File: config.mk
export PLATFORM = sky130hd
export DESIGN_NAME = ptme_ctrl
export DESIGN_NICKNAME = d
export VERILOG_FILES = /design/src/rtl/ptme_pkg.sv /design/src/rtl/ptme_ctrl.sv
export SDC_FILE = /design/constraint.sdc
export NUM_CORES = 1
export LEC_CHECK = 0
export BUFFER_PORTS_ARGS = -buffer_cell sky130_fd_sc_hd__clkbuf_2
export CAP_MARGIN = 5
export CORE_ASPECT_RATIO = 1.25
export CORE_MARGIN = 1.5
export CORE_UTILIZATION = 54
export CTS_BUF_LIST = sky130_fd_sc_hd__clkbuf_16
export CTS_CLUSTER_SIZE = 20
export DETAILED_ROUTE_END_ITERATION = 12
export HOLD_SLACK_MARGIN = 0.03
export PLACE_DENSITY_LB_ADDON = 0.08
export SETUP_SLACK_MARGIN = 0.3
export SLEW_MARGIN = 20
export SYNTH_ARGS = -nofsm -noshare
export SYNTH_HDL_FRONTEND = slang
export SYNTH_SLANG_ARGS = --single-unit
File: constraint.sdc
create_clock -name clock -period 2.5 [get_ports clock]
set_clock_uncertainty 0.15 [all_clocks]
set_input_delay 0.125 -clock clock [delete_from_list [all_inputs] [get_ports clock]]
set_output_delay 0.125 -clock clock [all_outputs]
set_load 0.02 [all_outputs]
File: src/rtl/ptme_pkg.sv
`timescale 1ns / 1ps

package ptme_pkg;

   // Table geometry: 512 entries per table page, 9-bit level index.
   localparam int IDX_W         = 9;
   localparam int ENTRIES       = 512;
   localparam int FRAME_W       = 44;
   localparam int PERM_W        = 5;
   localparam int VPN_W         = 27;
   localparam int ENTRY_W       = 50;
   localparam int POOL_PAGES_DEF = 64;

   // Request operation codes.
   typedef enum logic [1:0] {
      OP_LOOKUP = 2'd0,
      OP_MAP    = 2'd1,
      OP_UNMAP  = 2'd2,
      OP_FLUSH  = 2'd3
   } op_type;

   // Response status codes.
   typedef enum logic [1:0] {
      ST_OK         = 2'd0,
      ST_NOT_MAPPED = 2'd1,
      ST_NO_MEMORY  = 2'd2
   } status_type;

   // Controller states.
   typedef enum logic [4:0] {
      S_INIT,
      S_IDLE,
      S_RD0,
      S_L0,
      S_RD1,
      S_L1,
      S_RD2,
      S_L2,
      S_LEAF_WR,
      S_AL_SCAN,
      S_AL_CLR,
      S_AL_LINK,
      S_SC_RD,
      S_SC_CHK,
      S_FL_RD,
      S_FL_CHK,
      S_FL_MRD,
      S_FL_MCHK,
      S_FL_END,
      S_DONE
   } state_type;

   // Table memory address selection: which page and which index.
   typedef enum logic [2:0] {
      A_ROOT_I0,
      A_T1_I1,
      A_T2_I2,
      A_ROOT_CNT,
      A_T1_CNT,
      A_T2_CNT,
      A_ROOT_AUX
   } asel_type;

   // Table memory write data selection.
   typedef enum logic [1:0] {
      W_ZERO,
      W_PTR_T1,
      W_PTR_T2,
      W_LEAF
   } wsel_type;

   // Commands from the controller to the datapath.
   typedef struct packed {
      logic       req_ready;
      logic       rd;
      logic       wr;
      asel_type   asel;
      wsel_type   wsel;
      logic       load_t1;
      logic       alloc_t1;
      logic       alloc_t2;
      logic       free_t1;
      logic       free_t2;
      logic       free_child;
      logic       load_t2;
      logic       cnt_clr;
      logic       cnt_inc;
      logic       aux_inc;
      logic       pg_clr;
      logic       pg_inc;
      logic       rsp_load;
      status_type rsp_status;
   } cmd_type;

   // Status from the datapath to the controller.
   typedef struct packed {
      logic   req_valid;
      op_type op;
      logic   ptr_ok;
      logic   entry_valid;
      logic   page_free;
      logic   pg_last;
      logic   cnt_last;
      logic   aux_last;
      logic   slot_free;
   } stat_type;

endpackage

File: src/rtl/ptme_ctrl.sv
`timescale 1ns / 1ps

module ptme_ctrl
   import ptme_pkg::*;
(
   input  logic     clock,
   input  logic     reset,
   input  stat_type stat,
   output cmd_type  cmd
);

   state_type  state_ff, state_in;
   status_type code_ff, code_in;
   logic       lvl2_ff, lvl2_in;
   logic       fresh_ff, fresh_in;

   // Control registers.
   always_ff @(posedge clock) begin
      if (reset) begin
         state_ff <= S_INIT;
         code_ff  <= ST_OK;
         lvl2_ff  <= 1'b0;
         fresh_ff <= 1'b0;
      end else begin
         state_ff <= state_in;
         code_ff  <= code_in;
         lvl2_ff  <= lvl2_in;
         fresh_ff <= fresh_in;
      end
   end

   // Next state, result code and walk level.
   always_comb begin
      state_in = state_ff;
      code_in  = code_ff;
      lvl2_in  = lvl2_ff;
      fresh_in = fresh_ff;
      unique case (state_ff)
         S_INIT: if (stat.cnt_last) state_in = S_IDLE;
         S_IDLE: begin
            if (stat.req_valid) begin
               state_in = S_RD0;
               lvl2_in  = 1'b0;
               fresh_in = 1'b0;
            end
         end
         S_RD0: state_in = S_L0;
         S_L0: begin
            if (stat.op == OP_FLUSH) begin
               state_in = S_FL_RD;
            end else if (stat.ptr_ok) begin
               state_in = S_RD1;
            end else if (stat.op == OP_MAP) begin
               state_in = S_AL_SCAN;
               lvl2_in  = 1'b0;
            end else begin
               state_in = S_DONE;
               code_in  = ST_NOT_MAPPED;
            end
         end
         S_RD1: state_in = S_L1;
         S_L1: begin
            if (stat.ptr_ok) begin
               state_in = (stat.op == OP_MAP) ? S_LEAF_WR : S_RD2;
            end else if (stat.op == OP_MAP) begin
               state_in = S_AL_SCAN;
               lvl2_in  = 1'b1;
            end else begin
               state_in = S_DONE;
               code_in  = ST_NOT_MAPPED;
            end
         end
         S_RD2: state_in = S_L2;
         S_L2: begin
            if (!stat.entry_valid) begin
               state_in = S_DONE;
               code_in  = ST_NOT_MAPPED;
            end else if (stat.op == OP_LOOKUP) begin
               state_in = S_DONE;
               code_in  = ST_OK;
            end else begin
               state_in = S_SC_RD;
               lvl2_in  = 1'b1;
            end
         end
         S_LEAF_WR: begin
            state_in = S_DONE;
            code_in  = ST_OK;
         end
         S_AL_SCAN: begin
            if (stat.page_free) begin
               state_in = S_AL_CLR;
               if (!lvl2_ff) fresh_in = 1'b1;
            end else if (stat.pg_last) begin
               state_in = S_DONE;
               code_in  = ST_NO_MEMORY;
            end
         end
         S_AL_CLR: if (stat.cnt_last) state_in = S_AL_LINK;
         S_AL_LINK: begin
            if (lvl2_ff) begin
               state_in = S_LEAF_WR;
            end else begin
               state_in = S_AL_SCAN;
               lvl2_in  = 1'b1;
            end
         end
         S_SC_RD: state_in = S_SC_CHK;
         S_SC_CHK: begin
            if (stat.entry_valid) begin
               state_in = S_DONE;
               code_in  = ST_OK;
            end else if (stat.cnt_last) begin
               if (lvl2_ff) begin
                  state_in = S_SC_RD;
                  lvl2_in  = 1'b0;
               end else begin
                  state_in = S_DONE;
                  code_in  = ST_OK;
               end
            end else begin
               state_in = S_SC_RD;
            end
         end
         S_FL_RD: state_in = S_FL_CHK;
         S_FL_CHK: begin
            if (stat.ptr_ok) begin
               state_in = S_FL_MRD;
            end else if (stat.aux_last) begin
               state_in = S_DONE;
               code_in  = ST_OK;
            end else begin
               state_in = S_FL_RD;
            end
         end
         S_FL_MRD: state_in = S_FL_MCHK;
         S_FL_MCHK: state_in = stat.cnt_last ? S_FL_END : S_FL_MRD;
         S_FL_END: begin
            if (stat.aux_last) begin
               state_in = S_DONE;
               code_in  = ST_OK;
            end else begin
               state_in = S_FL_RD;
            end
         end
         S_DONE: if (stat.slot_free) state_in = S_IDLE;
         default: state_in = S_IDLE;
      endcase
   end

   // Datapath commands.
   always_comb begin
      cmd = '0;
      cmd.asel = A_ROOT_I0;
      cmd.wsel = W_ZERO;
      cmd.rsp_status = code_ff;
      unique case (state_ff)
         S_INIT: begin
            cmd.wr      = 1'b1;
            cmd.asel    = A_ROOT_CNT;
            cmd.cnt_inc = 1'b1;
         end
         S_IDLE: cmd.req_ready = 1'b1;
         S_RD0: begin
            cmd.rd   = 1'b1;
            cmd.asel = A_ROOT_I0;
         end
         S_L0: begin
            cmd.load_t1 = 1'b1;
            if (stat.op != OP_FLUSH && !stat.ptr_ok && stat.op == OP_MAP) cmd.pg_clr = 1'b1;
         end
         S_RD1: begin
            cmd.rd   = 1'b1;
            cmd.asel = A_T1_I1;
         end
         S_L1: begin
            cmd.load_t2 = 1'b1;
            if (!stat.ptr_ok && stat.op == OP_MAP) cmd.pg_clr = 1'b1;
         end
         S_RD2: begin
            cmd.rd   = 1'b1;
            cmd.asel = A_T2_I2;
         end
         S_L2: begin
            if (stat.entry_valid && stat.op != OP_LOOKUP) begin
               cmd.wr      = 1'b1;
               cmd.asel    = A_T2_I2;
               cmd.cnt_clr = 1'b1;
            end
         end
         S_LEAF_WR: begin
            cmd.wr   = 1'b1;
            cmd.asel = A_T2_I2;
            cmd.wsel = W_LEAF;
         end
         S_AL_SCAN: begin
            if (stat.page_free) begin
               cmd.alloc_t1 = !lvl2_ff;
               cmd.alloc_t2 = lvl2_ff;
               cmd.cnt_clr  = 1'b1;
            end else if (stat.pg_last) begin
               // Give back a middle table taken by this same request.
               if (lvl2_ff && fresh_ff) begin
                  cmd.wr      = 1'b1;
                  cmd.asel    = A_ROOT_I0;
                  cmd.free_t1 = 1'b1;
               end
            end else begin
               cmd.pg_inc = 1'b1;
            end
         end
         S_AL_CLR: begin
            cmd.wr      = 1'b1;
            cmd.asel    = lvl2_ff ? A_T2_CNT : A_T1_CNT;
            cmd.cnt_inc = 1'b1;
         end
         S_AL_LINK: begin
            cmd.wr = 1'b1;
            if (lvl2_ff) begin
               cmd.asel = A_T1_I1;
               cmd.wsel = W_PTR_T2;
            end else begin
               cmd.asel   = A_ROOT_I0;
               cmd.wsel   = W_PTR_T1;
               cmd.pg_clr = 1'b1;
            end
         end
         S_SC_RD: begin
            cmd.rd   = 1'b1;
            cmd.asel = lvl2_ff ? A_T2_CNT : A_T1_CNT;
         end
         S_SC_CHK: begin
            if (!stat.entry_valid) begin
               if (stat.cnt_last) begin
                  cmd.wr = 1'b1;
                  if (lvl2_ff) begin
                     cmd.free_t2 = 1'b1;
                     cmd.asel    = A_T1_I1;
                     cmd.cnt_clr = 1'b1;
                  end else begin
                     cmd.free_t1 = 1'b1;
                     cmd.asel    = A_ROOT_I0;
                  end
               end else begin
                  cmd.cnt_inc = 1'b1;
               end
            end
         end
         S_FL_RD: begin
            cmd.rd   = 1'b1;
            cmd.asel = A_ROOT_AUX;
         end
         S_FL_CHK: begin
            if (stat.ptr_ok) begin
               cmd.load_t1 = 1'b1;
               cmd.cnt_clr = 1'b1;
            end else begin
               cmd.wr      = 1'b1;
               cmd.asel    = A_ROOT_AUX;
               cmd.aux_inc = 1'b1;
            end
         end
         S_FL_MRD: begin
            cmd.rd   = 1'b1;
            cmd.asel = A_T1_CNT;
         end
         S_FL_MCHK: begin
            cmd.free_child = 1'b1;
            cmd.cnt_inc    = 1'b1;
         end
         S_FL_END: begin
            cmd.free_t1 = 1'b1;
            cmd.wr      = 1'b1;
            cmd.asel    = A_ROOT_AUX;
            cmd.aux_inc = 1'b1;
         end
         S_DONE: cmd.rsp_load = stat.slot_free;
         default: cmd.req_ready = 1'b0;
      endcase
   end

   // A finished transaction leaves as soon as the output slot is free.
   a_done_leaves: assert property (@(posedge clock) disable iff (reset)
      (state_ff == S_DONE && stat.slot_free) |=> state_ff == S_IDLE)
      else $error("response not released from done state");

   // A lookup or unmap that hits an invalid leaf reports not mapped.
   a_leaf_miss: assert property (@(posedge clock) disable iff (reset)
      (state_ff == S_L2 && !stat.entry_valid)
      |=> (state_ff == S_DONE && code_ff == ST_NOT_MAPPED))
      else $error("invalid leaf not reported");

   // A free page found by the scan is cleared next.
   a_alloc_clear: assert property (@(posedge clock) disable iff (reset)
      (state_ff == S_AL_SCAN && stat.page_free) |=> state_ff == S_AL_CLR)
      else $error("allocated page not cleared");

endmodule

Word level (Yosys, flattened, before mapping)
Index checks and enable logic that the tools add are counted.
{"block": "word_totals", "register_bits": 9, "latch_bits": 0, "ramBits": 0, "romBits": 0, "mem_count": 0}
{"block": "op_classes", "n_addsub": 0, "multipliers": 0, "div_mod_pow": 0, "magnitude_cmp": 0, "eq_ne": 44, "n_shift": 0, "mux": 94, "bitwise": 0, "reduce_logical": 23}
{"operator": "5-bit case mux with 20 select lines", "n": 1}
{"operator": "5-bit 2-to-1 mux", "n": 17}
{"operator": "5-bit by 4-bit equality test with 1-bit output (second input constant)", "n": 8}
{"operator": "2-bit != test (second input constant)", "n": 19}
{"operator": "1-bit 2-to-1 mux", "n": 37}
{"operator": "2-bit 2-to-1 mux", "n": 18}
{"operator": "3-bit case mux with 11 select lines", "n": 1}
{"operator": "4-bit 2-to-1 mux", "n": 8}
{"operator": "5-bit by 3-bit equality test with 1-bit output (second input constant)", "n": 4}
{"operator": "5-bit equality test (second input constant)", "n": 4}
{"operator": "2-bit case mux with 8 select lines", "n": 1}
{"operator": "3-bit != test (second input constant)", "n": 4}
{"operator": "11-bit AND reduction", "n": 1}
{"operator": "5-bit by 2-bit equality test with 1-bit output (second input constant)", "n": 2}
{"operator": "1-bit case mux with 2 select lines", "n": 4}
{"operator": "8-bit AND reduction", "n": 1}
{"operator": "8-bit nonzero test", "n": 1}
{"operator": "1-bit case mux with 3 select lines", "n": 2}
{"operator": "1-bit case mux with 6 select lines", "n": 1}
{"operator": "6-bit nonzero test", "n": 1}
{"operator": "2-bit OR reduction", "n": 3}
{"operator": "6-bit OR reduction", "n": 1}
{"operator": "5-bit by 1-bit equality test with 1-bit output (second input constant)", "n": 1}
{"operator": "1-bit logical AND", "n": 5}
{"operator": "14 further kinds", "n": 16}

Logic depth before layout (Yosys ltp)
{"block": "logic_depth", "depth_word": 5, "mapped_depth": 9}

Least setup slack after synthesis
Ideal clock, no wire load.
{"block": "synth_timing", "path_type": "register -> register", "start": "register state_ff[0]", "end": "register state_ff[1]", "setup_ns": 0.128, "arrival_ns": 1.711, "t_required_ns": 2.222, "path_slack_ns": 0.511, "stages_incl_launch_ff": 7, "n_path_buf": 0, "period_less_slack_ns": 1.989, "cell_sequence": "dfxtp_1 nor2b_2 nand3_2 nor3_1 nor4_2 mux2i_1 nor2_1"}
{"block": "synth_between", "elab_chain_len": 3}
{"item": "start: declaration", "line_no": "ptme_ctrl.sv:12", "text": "state_type state_ff, state_in;"}
{"item": "start signal: assignment", "line_no": "ptme_ctrl.sv:25", "text": "state_ff <= state_in;"}
{"item": "5-bit by 4-bit equality test with 1-bit output, or another cell as far along", "line_no": "ptme_ctrl.sv:38", "text": "unique case (state_ff)"}
{"item": "3-bit != test (no source line) or 2-bit != test (tied branches)"}
{"item": "5-bit AND reduction (no source line)"}
Parallel ways exist; a longest one is shown, timed or not.
A chain may end at the register's enable or synchronous reset.

==> flow_summary.json <==
{
  "r2r_start": "state_ff[3]",
  "coreArea_mm2": 0.002452,
  "hold_viol": 0,
  "grt_pass1_vias": 1718,
  "die_w_um": 48.59,
  "layout_min_cycle_time_ps": 2159,
  "cts_made_buffers": 3,
  "cts.path.max_buffers": 2,
  "p_total_mw": 1.403,
  "synthFlopType": "dfxtp_1",
  "ys_top_cells_by_area": "dfxtp_1 (13%), nor2_1 (7.0%), o21ai_0 (6.8%), nor3_1 (5.0%), nand2_1 (4.5%)",
  "max_cap_violations": 0,
  "place_congestion": 1.043,
  "finalCritPeriodShare_pct": 86.37,
  "path_clk_slew_ps": 40,
  "r2r_slack_ps": 380,
  "crit_required_ps": 2230,
  "antenna_found_initial": 0,
  "finalSetupViolations": 0,
  "dr.pass1.iters": 6,
  "fin_nets": 261,
  "overflow": 0,
  "ys_warn_count": 0,
  "async_flop_share_pct": 0,
  "rows": 20,
  "syn_nets": 223,
  "diodes": 0,
  "rsz0062_at_grt": "true",
  "path_max_fanout": 21,
  "grt_usage_pct": 35.13,
  "die_y_um": 59.98,
  "syn2layout_area_growth_pct": 24.89,
  "fp.dieArea_mm2": 0.002914,
  "grt_max_degree": 22,
  "critPathLaunchType": "flop",
  "hold_depth": 2,
  "drive_gt1_share_pct": 29.84,
  "vias": 1906,
  "min_from": "reset",
  "cts_setup_buffers": 0,
  "synth.distinct_cells": 56,
  "dp_hpwl_um": 3910,
  "final_max_slew_viol_count": 0,
  "leakagePower_nw": 0.7113,
  "worst-r2r-cell-count": 6,
  "wire_per_inst_um": 18.60,
  "cts_tree": "done",
  "io_buffers": 34,
  "synth-edff-count": 0,
  "start_util_pct": 57.19,
  "yosysTopAreaCell": "dfxtp_1",
  "synth-seq-cells": 9,
  "drc": 0,
  "cts_root_buf": "clkbuf_16",
  "grt_pass1_wl_um": 7831,
  "worstSetupEndpointType": "primary output",
  "clk_latency_ps": 230,
  "fmax_mhz": 463.1,
  "worst_r2r_endpoint": "code_ff[0]",
  "timing.setup.tns_ps": 0,
  "maxSlewHeadroom_pct": 68.46,
  "num_io_pins": 35,
  "vias_per_cell": 6.783,
  "yosysSeqAreaShare_pct": 12.85,
  "power_density_mw_per_mm2": 800.8,
  "tightest_slew_ps": 469.2,
  "hold_path.class": "input port to flop",
  "synth_area_mm2": 0.001403,
  "synth_top_area_share_pct": 12.85,
  "arrival_ps": 1880,
  "hold_ws_ps": 54.99,
  "postRouteAntennaNets": 0,
  "hold_end": "state_ff[2]",
  "syn_area_per_cell_um2": 6.647,
  "outcome": "finished clean",
  "netlist_instances": 211,
  "cts.sinks": 9,
  "cts_max_level": 1,
  "drt-total-wl_um": 5228,
  "critical_path_class": "flop to primary output",
  "first_iter_violations": 187,
  "fillCellCount": 238,
  "vdd_drop_max_mv": 0.7069
}
## power by group
group	total [mW]	switching (mW)	leakage, nW	internal (mW)
Clock	0.276	0.0670	0.0423	0.209
Combinational	0.923	0.578	0.593	0.345
Sequential	0.204	0.0387	0.0758	0.166
Total	1.40	0.684	0.711	0.719
## cell usage in the layout (no fill, tap or decap), drive strengths merged, types with 4 or more instances in the layout
| master | synthesis | layout |
|---|---|---|
| clkbuf | 6 | 36 |
| nor2 | 26 | 26 |
| o21ai | 21 | 21 |
| nand2 | 17 | 17 |
| buf | 12 | 17 |
| nor3 | 14 | 14 |
| a21oi | 10 | 10 |
| nor2b | 10 | 10 |
| dfxtp | 9 | 9 |
| nand2b | 7 | 7 |
| inv | 6 | 7 |
| nand3 | 5 | 5 |
| nor4 | 5 | 5 |
| or3 | 4 | 4 |
| a211o | 4 | 4 |
## critical path, stage by stage (launching register included)
cell and delay, ps:
dfxtp_1 300, buf_4 210, nand2b_1 290, nor3_1 100
o21a_1 210, or3_1 380, clkbuf_2 160
## layout make-up
| class | count | area [um2] | area share (%) |
|---|---|---|---|
| timing repair buffer | 51 | 300.3 | 17.14 |
| multi-input combinational | 178 | 1116 | 63.71 |
| sequential | 9 | 192.7 | 11.00 |
| clock inverter | 1 | 3.754 | 0.2143 |
| tap | 33 | 41.29 | 2.357 |
| inverter | 6 | 22.52 | 1.286 |
| clock buffer | 3 | 75.07 | 4.286 |
## synthesized netlist by cell type, drive strengths merged, types with 3 or more instances
cell / instances
nor3: 14
nand2: 17
o22ai: 3
inv: 6
o21bai: 3
buf: 12
dfxtp: 9
nor2: 26
o31ai: 3
nand2b: 7
a22oi: 3
a21oi: 10
a211oi: 3
clkbuf: 6
nor4: 5
nand3: 5
a32oi: 3
o21ai: 21
or3: 4
a211o: 4
and2: 3
nor2b: 10
## stage by stage
step	std cells	util [%]	area [um2]	setup WS, ps
floorplan	211	-	1403	511.3
global placement	276	66.33	1627	253.2
detailed placement	276	66.33	1627	258.8
CTS	281	70.10	1719	324.2
global route	281	71.43	1752	287.3
finish	281	71.43	1752	340.8
## layer usage
layer / share of wire [%] / routed length, um / track usage, %
met1: 37 / 1957 / 41.77
met2: 48 / 2511 / 57.74
met3: 9.5 / 499 / 4.500
met4: 5.0 / 260 / 28.57
met5: 0 / 0 / 0
## worst max path at each step
stage	start	endpoint	slack, ps	depth (start not counted)
floorplan	state_ff[0]	state_ff[1]	510	6
global route	state_ff[1]	cmd[13]	290	6
global placement	state_ff[1]	state_ff[0]	250	7
detailed placement	state_ff[2]	state_ff[0]	260	6
finish	state_ff[0]	cmd[20]	340	6
CTS	state_ff[4]	cmd[18]	320	5
## flip-flops by register name, summed over array words and instances, names as in the netlist
register  cells
fresh_ff      1
state_ff      5
lvl2_ff       1
code_ff       2
## kinds of logic after synthesis
group                  after synthesis  share of synthesized area [%]
AND/OR/NAND/NOR                    105                          41.21
AO/OA/AOI/OAI                       71                          35.24
buffers and inverters               24                          9.277
flip-flops                           9                          12.85
multiplexers                         2                          1.427
## timing repair
action,4_1_cts,5_1_grt
pin swaps,0,4
hold endpoints to repair,1,0
setup endpoints to repair,10,10
gates resized for setup,3,9
hold buffers,1,0
(Power assumes the default switching activity.)
